<file path="src/hdl/thv_pkg.sv">
// Shared constants, codes and helper functions of the track header validator.
package thv_pkg;

    // Header geometry
    localparam int HEADER_BYTES = 40;
    localparam int AXES         = 6;

    localparam int POS_W = 8;
    localparam logic [POS_W-1:0] LAST_POS = POS_W'(HEADER_BYTES - 1);

    // Byte positions inside the header
    localparam logic [POS_W-1:0] POS_VERSION_LO = POS_W'(4);
    localparam logic [POS_W-1:0] POS_VERSION_HI = POS_W'(5);
    localparam logic [POS_W-1:0] POS_HDR_LEN    = POS_W'(6);
    localparam logic [POS_W-1:0] POS_HDR_PAD    = POS_W'(7);
    localparam logic [POS_W-1:0] POS_AXES       = POS_W'(8);
    localparam logic [POS_W-1:0] POS_LAYOUT_VER = POS_W'(9);
    localparam logic [POS_W-1:0] POS_RSV0       = POS_W'(10);
    localparam logic [POS_W-1:0] POS_RSV1       = POS_W'(11);
    localparam logic [POS_W-1:0] POS_PERIOD     = POS_W'(12);
    localparam logic [POS_W-1:0] POS_COUNT      = POS_W'(16);
    localparam logic [POS_W-1:0] POS_MODEL      = POS_W'(20);
    localparam logic [POS_W-1:0] POS_PAY_LEN    = POS_W'(24);
    localparam logic [POS_W-1:0] POS_PAY_CRC    = POS_W'(28);
    localparam logic [POS_W-1:0] POS_RSV_TAIL   = POS_W'(32);
    localparam logic [POS_W-1:0] POS_HDR_CRC    = POS_W'(36);
    localparam logic [POS_W-1:0] POS_END        = POS_W'(40);

    // Expected byte values
    localparam logic [7:0] MAGIC [4] = '{8'h41, 8'h36, 8'h54, 8'h52};
    localparam logic [7:0] VERSION_LO_BYTE = 8'h01;
    localparam logic [7:0] LAYOUT_VER_BYTE = 8'h01;
    localparam logic [7:0] HDR_LEN_BYTE    = 8'(HEADER_BYTES);
    localparam logic [7:0] AXES_BYTE       = 8'(AXES);

    // Field checks
    localparam logic [31:0] PERIOD_10MS      = 32'd10000;
    localparam logic [31:0] PERIOD_20MS      = 32'd20000;
    localparam logic [31:0] PERIOD_40MS      = 32'd40000;
    localparam logic [31:0] MIN_SAMPLES      = 32'd2;
    localparam logic [31:0] BYTES_PER_SAMPLE = 32'(AXES * 2);
    localparam logic [31:0] MAX_SAMPLES_RST  = 32'd4096;

    // CRC-32, reflected
    localparam logic [31:0] CRC_POLY = 32'hEDB88320;
    localparam logic [31:0] CRC_INIT = 32'hFFFFFFFF;

    // Configuration register indexes
    localparam int CFG_IDX_W = 1;
    typedef enum logic [CFG_IDX_W-1:0] {
        REG_EXPECTED_MODEL_ID = 1'b0,
        REG_MAX_SAMPLES       = 1'b1
    } cfg_reg_t;

    // Result status codes
    typedef enum logic [2:0] {
        STATUS_OK           = 3'd0,
        STATUS_BAD_FORMAT   = 3'd1,
        STATUS_BAD_VERSION  = 3'd2,
        STATUS_BAD_CRC      = 3'd3,
        STATUS_COUNT_RANGE  = 3'd4,
        STATUS_WRONG_MODEL  = 3'd5
    } status_t;

    // Fold one byte into the running CRC, one bit per step
    function automatic logic [31:0] crc_byte(input logic [31:0] crc_in, input logic [7:0] b);
        logic [31:0] s;
        s = crc_in ^ {24'd0, b};
        for (int k = 0; k < 8; k++) begin
            s = s[0] ? ((s >> 1) ^ CRC_POLY) : (s >> 1);
        end
        return s;
    endfunction

    // Replace one byte lane of a little-endian field
    function automatic logic [31:0] put_lane(input logic [31:0] field, input logic [1:0] lane,
                                             input logic [7:0] b);
        logic [31:0] f;
        f = field;
        case (lane)
            2'd0: f[7:0]   = b;
            2'd1: f[15:8]  = b;
            2'd2: f[23:16] = b;
            default: f[31:24] = b;
        endcase
        return f;
    endfunction

endpackage

</file>
<file path="src/hdl/track_header_validator.sv">
// Motion-track header validator: byte-serial CRC, field capture and status check.
//
// Takes one header byte per clock cycle on the s_ channel and returns one result on
// the m_ channel per complete header, presented the cycle after its last byte is
// accepted. A byte with s_start_of_header set restarts the header; a partial header
// is dropped without a result. The CRC of a byte is folded combinationally, and the
// whole status decision is made in the cycle the last byte arrives, so a new byte is
// taken every cycle. The only stall is the last byte of a header arriving while the
// previous result is still held in the output register. The user must write the two
// configuration registers (expected model id, largest sample count) only while no
// header is in progress; the block does not enforce this. cfg_ready is always high.
module track_header_validator (
    input  logic                          aclk,
    input  logic                          aresetn,

    // configuration writes
    input  logic                          cfg_valid,
    output logic                          cfg_ready,
    input  logic [thv_pkg::CFG_IDX_W-1:0] cfg_index,
    input  logic [31:0]                   cfg_data,

    // header bytes
    input  logic                          s_valid,
    output logic                          s_ready,
    input  logic [7:0]                    s_header_byte,
    input  logic                          s_start_of_header,

    // results
    output logic                          m_valid,
    input  logic                          m_ready,
    output logic [2:0]                    m_status,
    output logic [31:0]                   m_sample_period,
    output logic [31:0]                   m_sample_count,
    output logic [31:0]                   m_track_model,
    output logic [31:0]                   m_data_crc
);

    // configuration registers
    logic [31:0] expected_model_reg;
    logic [31:0] max_samples_reg;

    // header state
    logic [thv_pkg::POS_W-1:0] pos_reg, pos_next;
    logic [31:0] crc_reg, crc_next;
    logic [31:0] hdr_crc_reg, hdr_crc_next;
    logic [31:0] period_reg, period_next;
    logic [31:0] count_reg, count_next;
    logic [31:0] model_reg, model_next;
    logic [31:0] pay_len_reg, pay_len_next;
    logic [31:0] pay_crc_reg, pay_crc_next;
    logic        magic_bad_reg, magic_bad_next;
    logic        version_bad_reg, version_bad_next;
    logic        layout_bad_reg, layout_bad_next;

    // result register
    logic                m_valid_reg, m_valid_next;
    thv_pkg::status_t    status_reg, status_next;
    logic [31:0]         out_period_reg, out_period_next;
    logic [31:0]         out_count_reg, out_count_next;
    logic [31:0]         out_model_reg, out_model_next;
    logic [31:0]         out_pay_crc_reg, out_pay_crc_next;

    logic                      s_fire;
    logic                      is_last;
    logic                      out_load;
    logic [thv_pkg::POS_W-1:0] p;
    logic [31:0]               crc_final;
    logic [31:0]               expected_len;
    logic                      period_ok;
    logic                      early_fail;

    // effective position of the incoming byte
    assign p       = s_start_of_header ? '0 : pos_reg;
    assign is_last = (p == thv_pkg::LAST_POS);

    // take bytes unless a finishing byte would overrun a held result
    assign s_ready   = m_ready || !m_valid_reg || !is_last;
    assign s_fire    = s_valid && s_ready;
    assign out_load  = s_fire && is_last;
    assign cfg_ready = 1'b1;

    // configuration writes
    always_ff @(posedge aclk) begin
        if (!aresetn) begin
            expected_model_reg <= '0;
            max_samples_reg    <= thv_pkg::MAX_SAMPLES_RST;
        end else if (cfg_valid && cfg_ready) begin
            unique case (thv_pkg::cfg_reg_t'(cfg_index))
                thv_pkg::REG_EXPECTED_MODEL_ID: expected_model_reg <= cfg_data;
                thv_pkg::REG_MAX_SAMPLES:       max_samples_reg    <= cfg_data;
                default: ;
            endcase
        end
    end

    // fold the byte into CRC, flags and fields
    always_comb begin
        crc_next         = crc_reg;
        magic_bad_next   = magic_bad_reg;
        version_bad_next = version_bad_reg;
        layout_bad_next  = layout_bad_reg;
        hdr_crc_next     = hdr_crc_reg;
        period_next      = period_reg;
        count_next       = count_reg;
        model_next       = model_reg;
        pay_len_next     = pay_len_reg;
        pay_crc_next     = pay_crc_reg;

        // restart on byte zero
        if (p == '0) begin
            crc_next         = thv_pkg::CRC_INIT;
            magic_bad_next   = 1'b0;
            version_bad_next = 1'b0;
            layout_bad_next  = 1'b0;
        end

        if (p < thv_pkg::POS_HDR_CRC) begin
            crc_next = thv_pkg::crc_byte(crc_next, s_header_byte);
        end

        if (p < thv_pkg::POS_VERSION_LO) begin
            if (s_header_byte != thv_pkg::MAGIC[p[1:0]]) magic_bad_next = 1'b1;
        end else if (p == thv_pkg::POS_VERSION_LO) begin
            if (s_header_byte != thv_pkg::VERSION_LO_BYTE) version_bad_next = 1'b1;
        end else if (p == thv_pkg::POS_VERSION_HI) begin
            if (s_header_byte != 8'd0) version_bad_next = 1'b1;
        end else if (p == thv_pkg::POS_HDR_LEN) begin
            if (s_header_byte != thv_pkg::HDR_LEN_BYTE) layout_bad_next = 1'b1;
        end else if (p == thv_pkg::POS_AXES) begin
            if (s_header_byte != thv_pkg::AXES_BYTE) layout_bad_next = 1'b1;
        end else if (p == thv_pkg::POS_LAYOUT_VER) begin
            if (s_header_byte != thv_pkg::LAYOUT_VER_BYTE) layout_bad_next = 1'b1;
        end else if (p == thv_pkg::POS_HDR_PAD || p == thv_pkg::POS_RSV0 ||
                     p == thv_pkg::POS_RSV1 ||
                     (p >= thv_pkg::POS_RSV_TAIL && p < thv_pkg::POS_HDR_CRC)) begin
            if (s_header_byte != 8'd0) layout_bad_next = 1'b1;
        end else if (p >= thv_pkg::POS_PERIOD && p < thv_pkg::POS_COUNT) begin
            period_next = thv_pkg::put_lane(period_reg, p[1:0], s_header_byte);
        end else if (p >= thv_pkg::POS_COUNT && p < thv_pkg::POS_MODEL) begin
            count_next = thv_pkg::put_lane(count_reg, p[1:0], s_header_byte);
        end else if (p >= thv_pkg::POS_MODEL && p < thv_pkg::POS_PAY_LEN) begin
            model_next = thv_pkg::put_lane(model_reg, p[1:0], s_header_byte);
        end else if (p >= thv_pkg::POS_PAY_LEN && p < thv_pkg::POS_PAY_CRC) begin
            pay_len_next = thv_pkg::put_lane(pay_len_reg, p[1:0], s_header_byte);
        end else if (p >= thv_pkg::POS_PAY_CRC && p < thv_pkg::POS_RSV_TAIL) begin
            pay_crc_next = thv_pkg::put_lane(pay_crc_reg, p[1:0], s_header_byte);
        end else if (p >= thv_pkg::POS_HDR_CRC && p < thv_pkg::POS_END) begin
            hdr_crc_next = thv_pkg::put_lane(hdr_crc_reg, p[1:0], s_header_byte);
        end

        // advance or wrap the position
        pos_next = is_last ? '0 : p + 1'b1;
    end

    // decide the status from the header as it stands after this byte
    assign crc_final    = ~crc_next;
    assign expected_len = count_next * thv_pkg::BYTES_PER_SAMPLE;
    assign period_ok    = (period_next == thv_pkg::PERIOD_10MS) ||
                          (period_next == thv_pkg::PERIOD_20MS) ||
                          (period_next == thv_pkg::PERIOD_40MS);
    assign early_fail   = magic_bad_next || version_bad_next ||
                          (hdr_crc_next != crc_final) || layout_bad_next;

    always_comb begin
        if (magic_bad_next) begin
            status_next = thv_pkg::STATUS_BAD_FORMAT;
        end else if (version_bad_next) begin
            status_next = thv_pkg::STATUS_BAD_VERSION;
        end else if (hdr_crc_next != crc_final) begin
            status_next = thv_pkg::STATUS_BAD_CRC;
        end else if (layout_bad_next) begin
            status_next = thv_pkg::STATUS_BAD_FORMAT;
        end else if (count_next < thv_pkg::MIN_SAMPLES || count_next > max_samples_reg) begin
            status_next = thv_pkg::STATUS_COUNT_RANGE;
        end else if (!period_ok || pay_len_next != expected_len) begin
            status_next = thv_pkg::STATUS_BAD_FORMAT;
        end else if (model_next != expected_model_reg) begin
            status_next = thv_pkg::STATUS_WRONG_MODEL;
        end else begin
            status_next = thv_pkg::STATUS_OK;
        end

        // zero the fields on an early failure
        out_period_next  = early_fail ? '0 : period_next;
        out_count_next   = early_fail ? '0 : count_next;
        out_model_next   = early_fail ? '0 : model_next;
        out_pay_crc_next = early_fail ? '0 : pay_crc_next;

        // hold a result until it is taken
        if (out_load) begin
            m_valid_next = 1'b1;
        end else if (m_ready) begin
            m_valid_next = 1'b0;
        end else begin
            m_valid_next = m_valid_reg;
        end
    end

    // header state registers
    always_ff @(posedge aclk) begin
        if (!aresetn) begin
            pos_reg         <= '0;
            crc_reg         <= thv_pkg::CRC_INIT;
            magic_bad_reg   <= 1'b0;
            version_bad_reg <= 1'b0;
            layout_bad_reg  <= 1'b0;
            hdr_crc_reg     <= '0;
            period_reg      <= '0;
            count_reg       <= '0;
            model_reg       <= '0;
            pay_len_reg     <= '0;
            pay_crc_reg     <= '0;
        end else if (s_fire) begin
            pos_reg         <= pos_next;
            crc_reg         <= crc_next;
            magic_bad_reg   <= magic_bad_next;
            version_bad_reg <= version_bad_next;
            layout_bad_reg  <= layout_bad_next;
            hdr_crc_reg     <= hdr_crc_next;
            period_reg      <= period_next;
            count_reg       <= count_next;
            model_reg       <= model_next;
            pay_len_reg     <= pay_len_next;
            pay_crc_reg     <= pay_crc_next;
        end
    end

    // result registers
    always_ff @(posedge aclk) begin
        if (!aresetn) begin
            m_valid_reg <= 1'b0;
        end else begin
            m_valid_reg <= m_valid_next;
        end
    end

    always_ff @(posedge aclk) begin
        if (out_load) begin
            status_reg      <= status_next;
            out_period_reg  <= out_period_next;
            out_count_reg   <= out_count_next;
            out_model_reg   <= out_model_next;
            out_pay_crc_reg <= out_pay_crc_next;
        end
    end

    assign m_valid         = m_valid_reg;
    assign m_status        = status_reg;
    assign m_sample_period = out_period_reg;
    assign m_sample_count  = out_count_reg;
    assign m_track_model   = out_model_reg;
    assign m_data_crc      = out_pay_crc_reg;

    // the position never leaves the header
    a_pos_range: assert property (@(posedge aclk) disable iff (!aresetn)
        pos_reg < thv_pkg::POS_W'(thv_pkg::HEADER_BYTES))
        else $error("byte position out of header range");

    // a finishing byte always yields a result next cycle
    a_last_gives_result: assert property (@(posedge aclk) disable iff (!aresetn)
        out_load |=> m_valid)
        else $error("last header byte produced no result");

    // a held result is never overwritten
    a_no_overwrite: assert property (@(posedge aclk) disable iff (!aresetn)
        (out_load && m_valid_reg) |-> m_ready)
        else $error("result overwritten before it was taken");

    // a start byte leaves the position at one
    a_start_restarts: assert property (@(posedge aclk) disable iff (!aresetn)
        (s_fire && s_start_of_header) |=> pos_reg == thv_pkg::POS_W'(1))
        else $error("start of header did not restart the position");

    // version and CRC failures carry zero fields
    a_early_zero: assert property (@(posedge aclk) disable iff (!aresetn)
        (m_valid && (m_status == thv_pkg::STATUS_BAD_VERSION ||
                     m_status == thv_pkg::STATUS_BAD_CRC)) |->
        (m_sample_period == '0 && m_sample_count == '0 && m_track_model == '0 &&
         m_data_crc == '0))
        else $error("early failure result carries nonzero fields");

endmodule
</file>
<file path="config.mk">
export PLATFORM = sky130hd
export DESIGN_NAME = track_header_validator
export DESIGN_NICKNAME = d
export VERILOG_FILES = /design/src/hdl/thv_pkg.sv /design/src/hdl/track_header_validator.sv
export SDC_FILE = /design/constraint.sdc
export NUM_CORES = 1
export LEC_CHECK = 0
export BUFFER_PORTS_ARGS = -buffer_cell sky130_fd_sc_hd__buf_2
export CORE_MARGIN = 3
export CORE_UTILIZATION = 53
export CTS_BUF_LIST = sky130_fd_sc_hd__clkbuf_16
export DETAILED_ROUTE_END_ITERATION = 7
export GPL_TIMING_DRIVEN = 0
export PLACE_DENSITY = 0.84
export SLEW_MARGIN = 20
export SYNTH_ARGS = -nofsm -noshare
export SYNTH_HDL_FRONTEND = slang
export SYNTH_SLANG_ARGS = --single-unit
</file>
<file path="constraint.sdc">
create_clock -name aclk -period 15.5 [get_ports aclk]
set_clock_uncertainty 0.2 [all_clocks]
set_input_delay 0.775 -clock aclk [delete_from_list [all_inputs] [get_ports aclk]]
set_output_delay 0.775 -clock aclk [all_outputs]
set_load 0.01 [all_outputs]
</file>
==> impl_metrics.yaml, run 1 <==
clock_network:
  worstSkewPairLatency_ps: 600
  postCtsResizedCells: 0
  numCtsBuffers: 46
  h-tree-depth: 2
  cts_tree: "built"
  clk_path_buf_depth: 3
  hold_buffers: 0
  cts_sinks: 431
  postCtsSetupBuffers: 0
  root_buffer: "clkbuf_16"
  clk_pin_slew_ps: 60
layout:
  num-nets-final: 3303
  fillers: 3976
  drive_gt1_frac: 0.09726
  fin_util: 0.6123
  area_growth_pct: 13.65
routing:
  vias: 24020
  drc: 1
  m1WireLength_mm: 32.92
  finalWirelength_mm: 86.79
  met3_length_mm: 10.63
  postRouteAntennaNets: 0
  viasPerCell: 6.303
  drtPass1Iterations: 8
  wl_met2_mm: 37.01
  wl_per_cell_um: 22.78
  drtIter0Drc: 3566
  top_layer_used: "met5"
min_path:
  min_delay_worst_endpoint: "expected_model_reg[10]$_SDFFE_PN0P_"
  hp-start: "cfg_data[10]"
  min_path_cells: 3
  min_path_type: "in2reg"
synth:
  synth_edf_count: 131
  syn_avg_cell_area_um2: 8.326
  yosysWarnings: 0
  syn_nets: 3076
  synthFlopType: "dfxtp_1"
  synth_seq_cells: 431
  synth.distinct_cells: 81
  synth_area_mm2: 0.02450
  ys_seq_area_frac: 0.4057
  syn_inst: 2943
  async_reset_ff_frac: 0
floorplanning:
  die_height_um: 221.0
  rows: 78
  dieArea_mm2: 0.04885
  die_w_um: 221.0
  initial_core_util: 0.5388
  boundaryPins: 181
  coreArea_mm2: 0.04548
pwr:
  p_int_uw: 2003
  pwr-share-seq: 0.430
  max-vdd-ir-drop_uv: 89.03
  sw_frac_of_total: 0.2847
  power_leakage_uw: 0.01007
  p_total_uw: 2800
  power_density_mw_per_mm2: 100.6
  power_frac_clock: 0.417
  pwr-share-comb: 0.152
  power_switching_uw: 797.2
critical_path:
  end_kind: "flop"
  cpLargestDelayFamily: "compound AO/OA/AOI/OAI gates"
  crit_top_cell: "clkbuf_1"
  worst-path-buf-inv: 6
  cp_slowest_cell: "mux2i_1"
  rrSetupSlack_ps: 7380
  timing.rr.end: "m_status[0]$_SDFFCE_PP1P_"
  crit_path_cell_trace: "buf_2, clkbuf_1, clkbuf_1, nand2b_1, ha_1, clkbuf_1, nor4b_1, nand3_1, clkbuf_1, mux2i_1, inv_1, ha_1, a211oi_1, o211ai_1, a31o_2, a221oi_1, and3b_1, a2111oi_0, o2111a_1, nand4_1, nor4_1, a21boi_0, o22a_1"
  crit_required_ps: 15630
  worst_setup_path_start_kind: "input pin"
  rr_startpoint: "pos_reg[1]$_SDFFE_PN0P_"
  slowest_delay_ps: 740
  r2r_cells: 20
  cp_max_fo: 10
  path_class: "in2reg"
  crit_arrival_ps: 9320
timing:
  rsz0062_at_grt: "no"
  hold_viol_final: 0
  period_minus_slack_ps: 9194
  relSlewSlack: 0.1774
  tns_ps: 0
  max_freq_ghz: 0.1088
  period_share: 0.5932
  final_max_slew_viol_count: 0
  setup_viol: 0
  worst_pin_slew_ps: 1203
place:
  gp_congestion: 1.072
  io_buffer_count: 174
  dp_hpwl_mm: 62.89
global_route:
  grt_pass1_wl_mm: 129.8
  grt.overflow.total: 0
  grt_usage: 0.3382
  grt_pass1_vias: 22040
  grt_max_degree: 30
  antenna_found_initial: 5
status:
  status: "finished with violations"
  violations: "design-rule violations"
flow_run:
  cap_violations: 0
==> cell type report <==
cell class	count	area, um^2	area share
well taps	600	750.7	0.02696
plain buffers	214	838.3	0.03010
repair buffers	179	985.9	0.03541
flip-flops and latches	431	9940	0.3569
multi-input cells	2192	13350	0.4792
clock buffers	48	1201	0.04313
clock inverters	38	382.9	0.01375
diodes	2	5.005	0.0001797
inverters	106	397.9	0.01429
==> kinds of logic after synthesis <==
group / after synthesis / synth area share
AOI/OAI and AO/OA: 707 / 0.1777
xor gates and xnor gates: 192 / 0.08339
adders and majority gates: 86 / 0.04422
buffers and inverters: 320 / 0.05040
DFF: 431 / 0.4057
muxes: 102 / 0.04192
other: 1 / 0.0001530
and+or+nand+nor: 1104 / 0.1966
==> power by group through the flow <==
stage | sequential [uW] | clock (uW) | combinational [uW]
after floorplan | 1220 | 0 | 287
after global placement | 1230 | 0 | 402
after detailed placement | 1230 | 0 | 406
after CTS | 1200 | 1160 | 409
after global routing | 1210 | 1210 | 452
final | 1210 | 1170 | 427
==> routing by layer <==
metal,track usage,up-vias
met5,0,-
met4,0.2040,8
met3,0.07376,423
met2,0.5050,1757
met1,0.4509,11080
li1,-,10740
==> worst min-delay path, cell delays in order <==
cell     delay (ps)
buf_2           110
nand2_1          50
a21oi_1          50
==> synth_stat cells, types with 29 or more instances <==
cell type,count,share of area
clkbuf_1,172,0.026
a21oi_1,348,0.071
nand4_1,29,0.0074
nand2_1,535,0.082
dfxtp_1,300,0.25
o21ai_0,90,0.018
a211oi_1,76,0.023
nor2_1,299,0.046
xnor2_1,104,0.037
o211ai_1,33,0.010
nand3_1,75,0.015
ha_1,85,0.043
mux2i_1,97,0.040
edfxtp_1,131,0.16
inv_1,103,0.016
xor2_1,62,0.022
==> through the flow <==
| step | setup WS [ps] | cells | cell area, um^2 | hold slack (ps) |
|---|---|---|---|---|
| global placement | 2855 | 3717 | 26120 | 238.7 |
| floorplan | 6410 | 2943 | 24500 | 231.2 |
| global route | 5988 | 3808 | 27840 | 256.6 |
| detailed placement | 6069 | 3722 | 26250 | 245.5 |
| CTS | 6699 | 3808 | 27840 | 234.5 |
| finish | 6306 | 3810 | 27850 | 238.7 |
==> placed cells by master (no fill, tap or decap), types with 7 or more instances in the layout <==
cell type / instances
or4_1: 11
clkbuf_1: 171
clkbuf_16: 48
buf_1: 19
nor4_1: 20
nor2_1: 298
a22oi_1: 9
a31oi_1: 8
xor2_1: 62
nand4_1: 29
o21ai_0: 90
nand2_1: 535
and2_1: 8
mux2i_1: 97
xnor3_1: 14
nand2b_1: 23
a211oi_1: 75
a211oi_2: 7
o21a_1: 8
nand3_1: 75
nor3_1: 21
xnor2_1: 104
o22ai_1: 11
ha_1: 85
a21o_1: 27
clkinv_2: 10
nand3b_1: 7
clkinv_1: 8
inv_1: 108
a21oi_1: 348
buf_2: 195
or3_1: 10
nor2b_1: 19
dfxtp_1: 300
and3_1: 11
o2111ai_1: 8
a2111oi_0: 10
edfxtp_1: 131
a32oi_1: 7
o211ai_1: 33
==> worst max path at each step <==
stage                                 endpoint               from  cells past startpoint  slack (ps)
5_1_grt              m_status[0]$_SDFFCE_PP1P_  s_start_of_header                     23        5990
4_1_cts              m_status[0]$_SDFFCE_PP1P_  s_start_of_header                     23        6700
3_3_place_gp   m_track_model[16]$_SDFFCE_PP0P_  s_start_of_header                     13        2850
3_5_place_dp         m_status[0]$_SDFFCE_PP1P_  s_start_of_header                     23        6070
6_report             m_status[0]$_SDFFCE_PP1P_  s_start_of_header                     23        6310
2_1_floorplan      m_data_crc[0]$_SDFFCE_PP0P_  s_start_of_header                     12        6410
(Power assumes the default switching activity.)
==> run 2, diff against run 1 <==
==> constraint.sdc (replaced) <==
create_clock -name aclk -period 9.15 [get_ports aclk]
set_clock_uncertainty 0.2 [all_clocks]
set_input_delay 0.4575 -clock aclk [delete_from_list [all_inputs] [get_ports aclk]]
set_output_delay 0.4575 -clock aclk [all_outputs]
set_load 0.01 [all_outputs]
==> impl_metrics.yaml, run 2 (synthesis gave the netlist of run 1 again) <==
global_route:
  grt_pass1_vias: 22300
  grt_usage: 0.3413
  grt_pass1_wl_mm: 131.0
  antenna_found_initial: 5
  grt_max_degree: 30
  grt.overflow.total: 0
clock_network:
  cts_sinks: 431
  clk_path_buf_depth: 3
  postCtsSetupBuffers: 0
  cts_tree: "built"
  root_buffer: "clkbuf_16"
  numCtsBuffers: 46
  clk_pin_slew_ps: 60
  worstSkewPairLatency_ps: 600
  h-tree-depth: 2
layout:
  mostFrequentLayoutCells: "nand2_1 (535), a21oi_1 (348), dfxtp_1 (300), nor2_1 (298), buf_2 (195)"
  area_growth_pct: 14.96
  stdcell_count: 3841
  drive_gt1_frac: 0.09660
  num-nets-final: 3335
  fillers: 3934
  layout_commonest_cell: "nand2_1"
  postLayoutCellArea_mm2: 0.02817
routing:
  wl_per_cell_um: 22.74
  viasPerCell: 6.245
  vias: 23990
  drc: 0
  drtPass1Iterations: 7
  postRouteAntennaNets: 0
  finalWirelength_mm: 87.34
  drtIter0Drc: 3681
pwr:
  power_leakage_uw: 0.01019
  power_density_mw_per_mm2: 168.7
  max-vdd-ir-drop_uv: 152.3
place:
  placed_area_mm2: 0.02625
  dp_cells: 3722
  dp_slack_ps: 36.03
  gp_congestion: 1.072
  dp_hpwl_mm: 62.89
  io_buffer_count: 174
floorplanning:
  die_w_um: 221.0
  boundaryPins: 181
  initial_core_util: 0.5388
  die_height_um: 221.0
  coreArea_mm2: 0.04548
  rows: 78
  dieArea_mm2: 0.04885
timing:
  hold_viol_final: 0
  setup_viol: 0
  worst_pin_slew_ps: 1146
  period_minus_slack_ps: 8606
  period_share: 0.9405
  worst_slack_ps: 544.3
  timing.hold.ws_ps: 58.45
  max_freq_ghz: 0.1162
  relSlewSlack: 0.2363
  final_max_slew_viol_count: 0
  rsz0062_at_grt: "no"
critical_path:
  end_kind: "flop"
  crit_arrival_ps: 8730
  worst_setup_path_start_kind: "input pin"
  crit_required_ps: 9280
  path_class: "in2reg"
  cp_max_fo: 10
status:
  status: "completed"
min_path:
  min_path_type: "in2reg"
flow_run:
  cap_violations: 0
[run 2: cell types whose count changed in the layout (fill, tap and decap cells not counted)]
cell,before,now
dlygate4sd3_1,0,32
diode_2,2,1
mux2i_2,0,1
mux2i_1,97,96
[run 2: metal layers]
| metal | vias up | track usage | part of all wire |
|---|---|---|---|
| met5 | - | 0 | 0.00057 |
| met4 | 8 | 0.2094 | 0.070 |
| met3 | 408 | 0.07482 | 0.12 |
| met2 | 1702 | 0.5129 | 0.43 |
| met1 | 11090 | 0.4502 | 0.38 |
| li1 | 10780 | - | - |
[run 2: area by class of cell]
class | instances | area, um^2 | share of cell area
clock inverters | 38 | 382.9 | 0.01359
repair buffers | 211 | 1306 | 0.04637
inverters | 106 | 397.9 | 0.01413
plain buffers | 214 | 838.3 | 0.02976
multi-input cells | 2192 | 13350 | 0.4739
diodes | 1 | 2.502 | 0.00008884
clock buffers | 48 | 1201 | 0.04264
flip-flops and latches | 431 | 9940 | 0.3529
well taps | 600 | 750.7 | 0.02665
[run 2: repair_timing]
action | 4_1_cts | 5_1_grt
hold buffers | 32 | 0
endpoints found under the setup margin | 0 | 1
gates resized for setup | 0 | 1
endpoints found under the hold margin | 64 | 0
[run 2: worst paths after layout]
check / start / to / slack [ps] / cells past startpoint
worst max-delay path: s_start_of_header / m_status[0]$_SDFFCE_PP1P_ / 540 / 23
worst min-delay path: aresetn / crc_reg[2]$_SDFFE_PN1P_ / 60 / 2
worst max register to register: pos_reg[0]$_SDFFE_PN0P_ / m_status[0]$_SDFFCE_PP1P_ / 1180 / 25
worst min register to register: max_samples_reg[8]$_SDFFE_PN0P_ / max_samples_reg[8]$_SDFFE_PN0P_ / 260 / 2
[run 2: critical path, stage by stage]
cell       delay [ps]
buf_2             190
clkbuf_1          450
clkbuf_1          430
nand2b_1          300
ha_1              280
clkbuf_1          440
nor4b_1           550
nand3_1           420
clkbuf_1          340
mux2i_2           560
inv_1             200
ha_1              350
a211oi_1          280
o211ai_1          220
a31o_2            280
a221oi_1          510
and3b_1           240
a2111oi_0         680
o2111a_1          300
nand4_1            90
nor4_1            390
a21boi_0          380
o22a_1            370
[run 2: report_power, final]
part	switching [uW]	internal [uW]	total, uW
registers	41.1	2000	2040
clock network	846	1130	1980
logic	464	269	733
[run 2: per-stage QoR]
stage	TNS (ps)	util	power, uW
2_1_floorplan	0	-	2552
3_3_place_gp	-412640	0.5744	2759
3_5_place_dp	0	0.5773	2767
4_1_cts	0	0.6191	4713
5_1_grt	0	0.6193	4869
6_report	0	0.6194	4753
